[src/design/grr_pkg.sv]
`timescale 1ns / 1ps
// ----------------------------------------------------------------------------
// grr_pkg: shared types and constants for the group reverse reorder block
// state codes, buffer status bundle, register map and reset values
// ----------------------------------------------------------------------------
package grr_pkg;

    localparam int DATA_W = 32;
    localparam int GS_W   = 5;

    // register map, word index
    localparam logic REG_GROUP_SIZE = 1'b0;

    localparam logic [GS_W-1:0] GROUP_SIZE_RESET = 5'd3;

    typedef enum logic {
        ST_FILL,
        ST_DRAIN
    } grr_state_t;

    // output buffer status seen by the sequencer
    typedef struct packed {
        logic [1:0] count;
        logic       pop;
    } grr_obuf_stat_t;

endpackage

[src/design/grr_mem.sv]
`timescale 1ns / 1ps
// ----------------------------------------------------------------------------
// grr_mem: group store
// single write port, single read port, registered read data valid in the next cycle
// ----------------------------------------------------------------------------
module grr_mem
    import grr_pkg::*;
#(
    parameter int MAX_GROUP = 16,
    parameter int AW        = $clog2(MAX_GROUP)
)
(
    input  logic              clk,
    input  logic              we,
    input  logic [AW-1:0]     waddr,
    input  logic [DATA_W-1:0] wdata,
    input  logic              re,
    input  logic [AW-1:0]     raddr,
    output logic [DATA_W-1:0] rdata
);

    logic [DATA_W-1:0] mem [MAX_GROUP];
    logic [DATA_W-1:0] rdata_reg;

    always_ff @(posedge clk)
    begin
        if (we)
        begin
            mem[waddr] <= wdata;
        end
    end

    always_ff @(posedge clk)
    begin
        if (re)
        begin
            rdata_reg <= mem[raddr];
        end
    end

    assign rdata = rdata_reg;

endmodule

[src/design/grr_obuf.sv]
`timescale 1ns / 1ps
// ----------------------------------------------------------------------------
// grr_obuf: two-entry output buffer
// decouples memory read returns from the result channel stall
// ----------------------------------------------------------------------------
module grr_obuf
    import grr_pkg::*;
(
    input  logic              clk,
    input  logic              rst_n,
    input  logic              push,
    input  logic [DATA_W-1:0] push_value,
    input  logic              push_last,
    output logic              result_valid,
    input  logic              result_stall,
    output logic [DATA_W-1:0] out_value,
    output logic              out_last,
    output grr_obuf_stat_t    stat
);

    logic [DATA_W-1:0] val_reg [2];
    logic              last_reg [2];
    logic [1:0]        count_reg, count_next;
    logic              wptr_reg, wptr_next;
    logic              rptr_reg, rptr_next;
    logic              pop;

    assign result_valid = (count_reg != 2'd0);
    assign pop          = result_valid && !result_stall;
    assign out_value    = val_reg[rptr_reg];
    assign out_last     = last_reg[rptr_reg];

    always_comb
    begin
        count_next = count_reg;
        wptr_next  = wptr_reg;
        rptr_next  = rptr_reg;
        if (push)
        begin
            wptr_next = ~wptr_reg;
        end
        if (pop)
        begin
            rptr_next = ~rptr_reg;
        end
        if (push && !pop)
        begin
            count_next = count_reg + 2'd1;
        end
        else if (pop && !push)
        begin
            count_next = count_reg - 2'd1;
        end
    end

    always_ff @(posedge clk or negedge rst_n)
    begin
        if (!rst_n)
        begin
            count_reg <= 2'd0;
            wptr_reg  <= 1'b0;
            rptr_reg  <= 1'b0;
        end
        else
        begin
            count_reg <= count_next;
            wptr_reg  <= wptr_next;
            rptr_reg  <= rptr_next;
        end
    end

    always_ff @(posedge clk)
    begin
        if (push)
        begin
            val_reg[wptr_reg]  <= push_value;
            last_reg[wptr_reg] <= push_last;
        end
    end

    assign stat.count = count_reg;
    assign stat.pop   = pop;

endmodule

[src/design/grr_ctrl.sv]
`timescale 1ns / 1ps
// ----------------------------------------------------------------------------
// grr_ctrl: fill and drain sequencer
// writes incoming words to the group store, then walks it back out
// ----------------------------------------------------------------------------
module grr_ctrl
    import grr_pkg::*;
#(
    parameter int MAX_GROUP = 16,
    parameter int AW        = $clog2(MAX_GROUP),
    parameter int CW        = $clog2(MAX_GROUP + 1)
)
(
    input  logic              clk,
    input  logic              rst_n,
    input  logic [GS_W-1:0]   group_size,
    input  logic              item_valid,
    output logic              item_stall,
    input  logic              end_of_list,
    output logic              mem_we,
    output logic [AW-1:0]     mem_waddr,
    output logic              mem_re,
    output logic [AW-1:0]     mem_raddr,
    input  grr_obuf_stat_t    stat,
    output logic              push,
    output logic              push_last
);

    localparam int KW = (CW > GS_W) ? CW : GS_W;

    grr_state_t    state_reg, state_next;
    logic [CW-1:0] fill_reg, fill_next;
    logic [CW-1:0] left_reg, left_next;
    logic [AW-1:0] idx_reg, idx_next;
    logic          rev_reg, rev_next;
    logic          eol_reg, eol_next;
    logic          rv_reg;
    logic          rtag_reg;

    logic [KW-1:0] gs_ext;
    logic [KW-1:0] k_eff;
    logic [CW-1:0] n_cnt;
    logic          accept;
    logic          full_grp;
    logic          issue;
    logic          room;

    assign gs_ext = KW'(group_size);

    // zero acts as one, oversize saturates
    always_comb
    begin
        if (gs_ext == '0)
        begin
            k_eff = KW'(1);
        end
        else if (gs_ext > KW'(MAX_GROUP))
        begin
            k_eff = KW'(MAX_GROUP);
        end
        else
        begin
            k_eff = gs_ext;
        end
    end

    assign n_cnt    = fill_reg + CW'(1);
    assign full_grp = (KW'(n_cnt) >= k_eff);
    assign room     = (({1'b0, stat.count} + {2'b00, rv_reg}) < 3'd2) || stat.pop;

    // next state
    always_comb
    begin
        state_next = state_reg;
        unique case (state_reg)
            ST_FILL:
            begin
                if (item_valid && (full_grp || end_of_list))
                begin
                    state_next = ST_DRAIN;
                end
            end
            ST_DRAIN:
            begin
                if (room && left_reg == CW'(1))
                begin
                    state_next = ST_FILL;
                end
            end
            default:
            begin
                state_next = ST_FILL;
            end
        endcase
    end

    // outputs and datapath registers
    always_comb
    begin
        item_stall = 1'b1;
        accept     = 1'b0;
        issue      = 1'b0;
        fill_next  = fill_reg;
        left_next  = left_reg;
        idx_next   = idx_reg;
        rev_next   = rev_reg;
        eol_next   = eol_reg;
        unique case (state_reg)
            ST_FILL:
            begin
                item_stall = 1'b0;
                accept     = item_valid;
                if (item_valid)
                begin
                    if (full_grp)
                    begin
                        fill_next = '0;
                        left_next = n_cnt;
                        idx_next  = AW'(fill_reg);
                        rev_next  = 1'b1;
                        eol_next  = end_of_list;
                    end
                    else if (end_of_list)
                    begin
                        fill_next = '0;
                        left_next = n_cnt;
                        idx_next  = '0;
                        rev_next  = 1'b0;
                        eol_next  = 1'b1;
                    end
                    else
                    begin
                        fill_next = n_cnt;
                    end
                end
            end
            ST_DRAIN:
            begin
                issue = room;
                if (room)
                begin
                    left_next = left_reg - CW'(1);
                    idx_next  = rev_reg ? (idx_reg - AW'(1)) : (idx_reg + AW'(1));
                end
            end
            default:
            begin
                item_stall = 1'b1;
            end
        endcase
    end

    assign mem_we    = accept;
    assign mem_waddr = AW'(fill_reg);
    assign mem_re    = issue;
    assign mem_raddr = idx_reg;
    assign push      = rv_reg;
    assign push_last = rtag_reg;

    always_ff @(posedge clk or negedge rst_n)
    begin
        if (!rst_n)
        begin
            state_reg <= ST_FILL;
            fill_reg  <= '0;
            left_reg  <= '0;
            idx_reg   <= '0;
            rev_reg   <= 1'b0;
            eol_reg   <= 1'b0;
            rv_reg    <= 1'b0;
            rtag_reg  <= 1'b0;
        end
        else
        begin
            state_reg <= state_next;
            fill_reg  <= fill_next;
            left_reg  <= left_next;
            idx_reg   <= idx_next;
            rev_reg   <= rev_next;
            eol_reg   <= eol_next;
            rv_reg    <= issue;
            rtag_reg  <= issue && eol_reg && (left_reg == CW'(1));
        end
    end

    // a partial group never reaches the store depth
    a_fill_bound: assert property (@(posedge clk) disable iff (!rst_n)
        fill_reg < CW'(MAX_GROUP))
        else $error("fill count reached store depth");

    // a returning read always finds space in the output buffer
    a_obuf_room: assert property (@(posedge clk) disable iff (!rst_n)
        rv_reg |-> (stat.count != 2'd2 || stat.pop))
        else $error("output buffer overflow");

    // draining always has reads left to issue
    a_drain_left: assert property (@(posedge clk) disable iff (!rst_n)
        (state_reg == ST_DRAIN) |-> (left_reg != '0))
        else $error("drain with nothing left");

    // the end flag goes out only on a read issued by a drain
    a_tag_src: assert property (@(posedge clk) disable iff (!rst_n)
        rtag_reg |-> $past(state_reg == ST_DRAIN))
        else $error("end flag without drain");

endmodule

[src/design/group_reverse_reorder.sv]
`timescale 1ns / 1ps
// ----------------------------------------------------------------------------
// group_reverse_reorder: per-group reversal of a word stream
// full groups leave reversed, a trailing partial group leaves in order
// ----------------------------------------------------------------------------
//  channel   handshake                   payload
//  ------    ------------------------    ---------------------------
//  input     item_valid / item_stall     value[31:0], end_of_list
//  result    result_valid / result_stall out_value[31:0], out_last
//  config    psel penable pwrite pready  paddr[2:0], pwdata, prdata
//
//  a word that completes a group, or ends the list, is followed by a drain
//  of that group before the next word is taken: the group store has a
//  single read port, one word per cycle while the output buffer has room
//  results leave at one per cycle while not stalled, through a two-entry output buffer
//  group store needs no clearing after reset; only written entries are read
//  result_stall holds back the drain, never drops or repeats a word
// ----------------------------------------------------------------------------
module group_reverse_reorder
    import grr_pkg::*;
#(
    parameter int MAX_GROUP = 16
)
(
    input  logic              clk,
    input  logic              rst_n,
    input  logic              psel,
    input  logic              penable,
    input  logic              pwrite,
    input  logic [2:0]        paddr,
    input  logic [31:0]       pwdata,
    output logic [31:0]       prdata,
    output logic              pready,
    input  logic              item_valid,
    output logic              item_stall,
    input  logic signed [31:0] value,
    input  logic              end_of_list,
    output logic              result_valid,
    input  logic              result_stall,
    output logic signed [31:0] out_value,
    output logic              out_last
);

    localparam int AW = (MAX_GROUP > 1) ? $clog2(MAX_GROUP) : 1;
    localparam int CW = $clog2(MAX_GROUP + 1);

    logic [GS_W-1:0]   gs_reg;
    logic              cfg_wr;
    logic              mem_we;
    logic [AW-1:0]     mem_waddr;
    logic              mem_re;
    logic [AW-1:0]     mem_raddr;
    logic [DATA_W-1:0] mem_rdata;
    logic              push;
    logic              push_last;
    logic [DATA_W-1:0] obuf_value;
    grr_obuf_stat_t    stat;

    assign pready = 1'b1;
    assign cfg_wr = psel && penable && pwrite;

    always_ff @(posedge clk or negedge rst_n)
    begin
        if (!rst_n)
        begin
            gs_reg <= GROUP_SIZE_RESET;
        end
        else if (cfg_wr && paddr[2] == REG_GROUP_SIZE)
        begin
            gs_reg <= pwdata[GS_W-1:0];
        end
    end

    assign prdata = (paddr[2] == REG_GROUP_SIZE) ? {{(32-GS_W){1'b0}}, gs_reg} : 32'd0;

    grr_ctrl #(
        .MAX_GROUP (MAX_GROUP),
        .AW        (AW),
        .CW        (CW)
    ) u_ctrl (
        .clk         (clk),
        .rst_n       (rst_n),
        .group_size  (gs_reg),
        .item_valid  (item_valid),
        .item_stall  (item_stall),
        .end_of_list (end_of_list),
        .mem_we      (mem_we),
        .mem_waddr   (mem_waddr),
        .mem_re      (mem_re),
        .mem_raddr   (mem_raddr),
        .stat        (stat),
        .push        (push),
        .push_last   (push_last)
    );

    grr_mem #(
        .MAX_GROUP (MAX_GROUP),
        .AW        (AW)
    ) u_mem (
        .clk   (clk),
        .we    (mem_we),
        .waddr (mem_waddr),
        .wdata (value),
        .re    (mem_re),
        .raddr (mem_raddr),
        .rdata (mem_rdata)
    );

    grr_obuf u_obuf (
        .clk          (clk),
        .rst_n        (rst_n),
        .push         (push),
        .push_value   (mem_rdata),
        .push_last    (push_last),
        .result_valid (result_valid),
        .result_stall (result_stall),
        .out_value    (obuf_value),
        .out_last     (out_last),
        .stat         (stat)
    );

    assign out_value = obuf_value;

endmodule
[config.mk]
export PLATFORM = sky130hd
export DESIGN_NAME = group_reverse_reorder
export DESIGN_NICKNAME = d
export VERILOG_FILES = /design/src/design/grr_pkg.sv /design/src/design/grr_mem.sv /design/src/design/grr_obuf.sv /design/src/design/grr_ctrl.sv /design/src/design/group_reverse_reorder.sv
export SDC_FILE = /design/constraint.sdc
export NUM_CORES = 1
export LEC_CHECK = 0
export ABC_CLOCK_PERIOD_IN_PS = 7940
export BUFFER_PORTS_ARGS = -buffer_cell sky130_fd_sc_hd__buf_2
export CAP_MARGIN = 20
export CORE_MARGIN = 5
export CORE_UTILIZATION = 61
export DETAILED_ROUTE_END_ITERATION = 16
export HOLD_SLACK_MARGIN = 0.1
export PLACE_DENSITY = 0.8
export SYNTH_ARGS = -nofsm -noshare
export SYNTH_HDL_FRONTEND = slang
export SYNTH_SLANG_ARGS = --single-unit
[constraint.sdc]
create_clock -name clk -period 7.94 [get_ports clk]
set_clock_uncertainty 0.05 [all_clocks]
set_input_delay 1.191 -clock clk [delete_from_list [all_inputs] [get_ports clk]]
set_output_delay 1.191 -clock clk [all_outputs]
set_load 0.1 [all_outputs]
==> results.py <==
metrics = {
    "grt": {
        "antenna_found_initial": 2,
        "gr-total-overflow": 0,
        "grt_pass1_vias": 11500,
        "grt_start_max_net_pins": 86,
        "grt_pass1_wl_um": 74600,
        "grt_util_all_layers": 0.231,
    },
    "sta": {
        "slew_viol_final": 0,
        "final-setup-viol-count": 0,
        "finalCritPeriodShare": 0.460,
        "hold_viol": 0,
        "layout_setup_ws_ns": 4.29,
        "setup_tns_ns": 0,
        "fmax_mhz": 274,
        "maxSlewHeadroom": 0.294,
        "fin_crit_ns": 3.65,
        "rsz0062_at_grt": "no",
        "worst_slew_pin_slew_ns": 1.06,
    },
    "power": {
        "max-vdd-ir-drop_uv": 286,
        "powerDensity_nw_per_um2": 381,
        "leakagePower_nw": 9.03,
    },
    "worst_setup_path": {
        "r2r_start": "u_ctrl.mem_raddr[0]$_DFFE_PN0P_",
        "cp-start-kind": "flip-flop",
        "end_kind": "primary output",
        "crit_buf_inv": 1,
        "rrSetupSlack_ns": 4.70,
        "worstSetupPathType": "flip-flop to primary output",
        "cp_max_fo": 34,
        "crit_path_start": "u_obuf.rptr_reg$_DFFE_PN0P_",
        "cpMaxStageDelayCell": "dfrtp_2",
        "r2r_cells": 3,
        "crit_chain": "mux2_2 > buf_2",
        "cp_top_family": "flip-flops",
        "r2r-end": "u_mem.rdata[26]$_DFFE_PP_",
        "arrival_ns": 2.41,
        "required_ns": 6.70,
        "cpPeakStageDelay_ns": 1.02,
    },
    "placement": {
        "io_buffers": 85,
        "pre_cts_slack_ns": 4.05,
        "place_congestion": 0.763,
        "dp_hpwl_um": 24300,
    },
    "final_layout": {
        "largest_reg_flops": 512,
        "fin_nets": 1285,
        "final-seq-area_sq_um": 19000,
        "nFillCells": 2308,
        "area_growth_pct": 12.0,
        "drive_gt1_frac": 0.337,
        "multi_input_comb_area_sq_um": 5190,
    },
    "cts": {
        "h-tree-depth": 2,
        "cts_tree": "done",
        "post_cts_resized": 0,
        "cts_setup_buffers": 0,
        "cts_hold_buf": 0,
        "cts_buffers": 60,
        "clkLatencyLatePin_ns": 0.61,
        "path_clk_slew_ns": 0.06,
        "root_buffer": "clkbuf_16",
        "cts_buffer_depth": 3,
        "clkSinkCount": 638,
    },
    "synth": {
        "ys_warn_count": 0,
        "yosysTopAreaCell": "edfxtp_1",
        "synth_top_area_share": 0.747,
        "yosys_register_bits": 638,
        "avgSynthCellArea_sq_um": 22.9,
        "syn_area_sq_um": 24500,
        "synthDistinctLibCells": 40,
        "yosys-top-cells-area": "edfxtp_1, mux4_2, dfrtp_1, mux2_2, buf_4",
        "synth_seq_area_share": 0.776,
        "synth_cells": 1073,
    },
    "floorplanning": {
        "die_w_um": 211,
        "ioPinCount": 143,
        "coreArea_sq_um": 39700,
        "start_util": 0.617,
        "die_h_um": 211,
        "die-area_sq_um": 44300,
        "rows": 73,
    },
    "drt": {
        "via_per_inst": 6.35,
        "drtAntennaViolNets": 0,
        "drc": 0,
        "drt-total-wl_um": 50600,
        "drt_iter0_markers": 1398,
        "firstDrtPassIters": 7,
        "vias": 11200,
        "wl_per_cell_um": 28.6,
    },
    "worst_hold_path": {
        "hold_end": "u_obuf.val_reg[1][31]$_DFFE_PP_",
        "hold_path.startpoint": "u_mem.rdata[31]$_DFFE_PP_",
        "min_path_cells": 0,
        "hold_path_class": "flip-flop to flip-flop",
    },
    "outcome": {
        "status": "complete, no violations",
    },
    "job": {
        "maxCapViolations": 0,
    },
}
## through the flow
step | hold WS (ns) | util | cell area (sq um) | cells | total power, W
after global routing | 0.408 | 0.691 | 27500 | 1771 | 0.0109
final | 0.385 | 0.691 | 27500 | 1771 | 0.0105
after CTS | 0.392 | 0.690 | 27400 | 1768 | 0.0105
after floorplan | 0.370 | - | 24600 | 1099 | 0.00712
after detailed placement | 0.380 | 0.643 | 25500 | 1656 | 0.00775
after global placement | 0.373 | 0.643 | 25500 | 1656 | 0.00768
## layout by cell type, fill, tap and decap left out, drive strengths merged
cell | synthesis | final
bufinv | 0 | 5
a22o | 1 | 1
ha | 14 | 14
dfrtp | 26 | 26
o22ai | 2 | 2
and4 | 1 | 1
conb | 2 | 28
nor2 | 23 | 23
fa | 1 | 1
mux2 | 39 | 39
diode | 0 | 1
mux2i | 3 | 3
nand2 | 25 | 25
nor2b | 6 | 6
buf | 59 | 110
o211ai | 4 | 4
xor2 | 4 | 4
dfstp | 2 | 2
and2 | 1 | 1
nand2b | 8 | 8
and3 | 4 | 4
inv | 12 | 13
clkinv | 0 | 24
clkbuf | 17 | 82
o21bai | 1 | 1
nand3b | 2 | 2
a21o | 4 | 4
nor3 | 8 | 8
or2 | 1 | 1
a31oi | 3 | 3
nand4b | 1 | 1
nand3 | 6 | 6
mux4 | 160 | 160
o21ai | 11 | 11
edfxtp | 610 | 610
a21oi | 4 | 4
xnor2 | 6 | 6
o221a | 2 | 2
## kinds of logic after synthesis
group | after synthesis | synth area share
other | 2 | 0.000306
flip-flops | 638 | 0.776
AND/OR/NAND/NOR | 86 | 0.0166
buffers and inverters | 88 | 0.0214
adder cells (fa/ha/maj) | 15 | 0.00796
XOR/XNOR | 10 | 0.00357
AO/OA/AOI/OAI | 32 | 0.00837
multiplexers | 202 | 0.166
## Yosys cell counts, drive strengths merged
master	number
o22ai	2
conb	2
clkbuf	17
and4	1
buf	59
inv	12
a21o	4
mux4	160
nor2	23
or2	1
edfxtp	610
a31oi	3
nand3b	2
o21ai	11
a21oi	4
nor2b	6
and2	1
mux2i	3
and3	4
mux2	39
nand3	6
dfstp	2
ha	14
xor2	4
fa	1
dfrtp	26
o21bai	1
nor3	8
a22o	1
o221a	2
nand4b	1
o211ai	4
nand2	25
xnor2	6
nand2b	8
## routing by layer
layer	GRT usage	routed length, um
met1	0.321	19400
met2	0.391	26300
met3	0.0393	3890
met4	0.0613	989
met5	0	7
## area by class of cell
cell class                      instances  share of cell area
Sequential cell                       638               0.693
Clock inverter                         30              0.0102
Inverter                               12             0.00164
Tap cell                              525              0.0239
Clock buffer                           82              0.0588
Antenna cell                            1           0.0000911
Multi-Input combinational cell        373               0.189
Timing Repair Buffer                  110              0.0234
## worst max path at each step
| stage | depth (start not counted) | end | slack (ns) |
|---|---|---|---|
| after floorplan | 5 | u_mem.mem[0][0]$_DFFE_PP_ | 3.34 |
| after global placement | 6 | u_mem.mem[2][10]$_DFFE_PP_ | 4.13 |
| after detailed placement | 6 | u_mem.mem[2][10]$_DFFE_PP_ | 4.05 |
| after CTS | 2 | out_value[8] | 4.21 |
| after global routing | 2 | out_value[8] | 4.17 |
| final | 2 | out_value[8] | 4.29 |
## where the power goes
part | switching (W) | internal, W
Combinational | 0.00201 | 0.00119
Clock | 0.00118 | 0.00158
Sequential | 0.000320 | 0.00419
(Power assumes the default switching activity.)
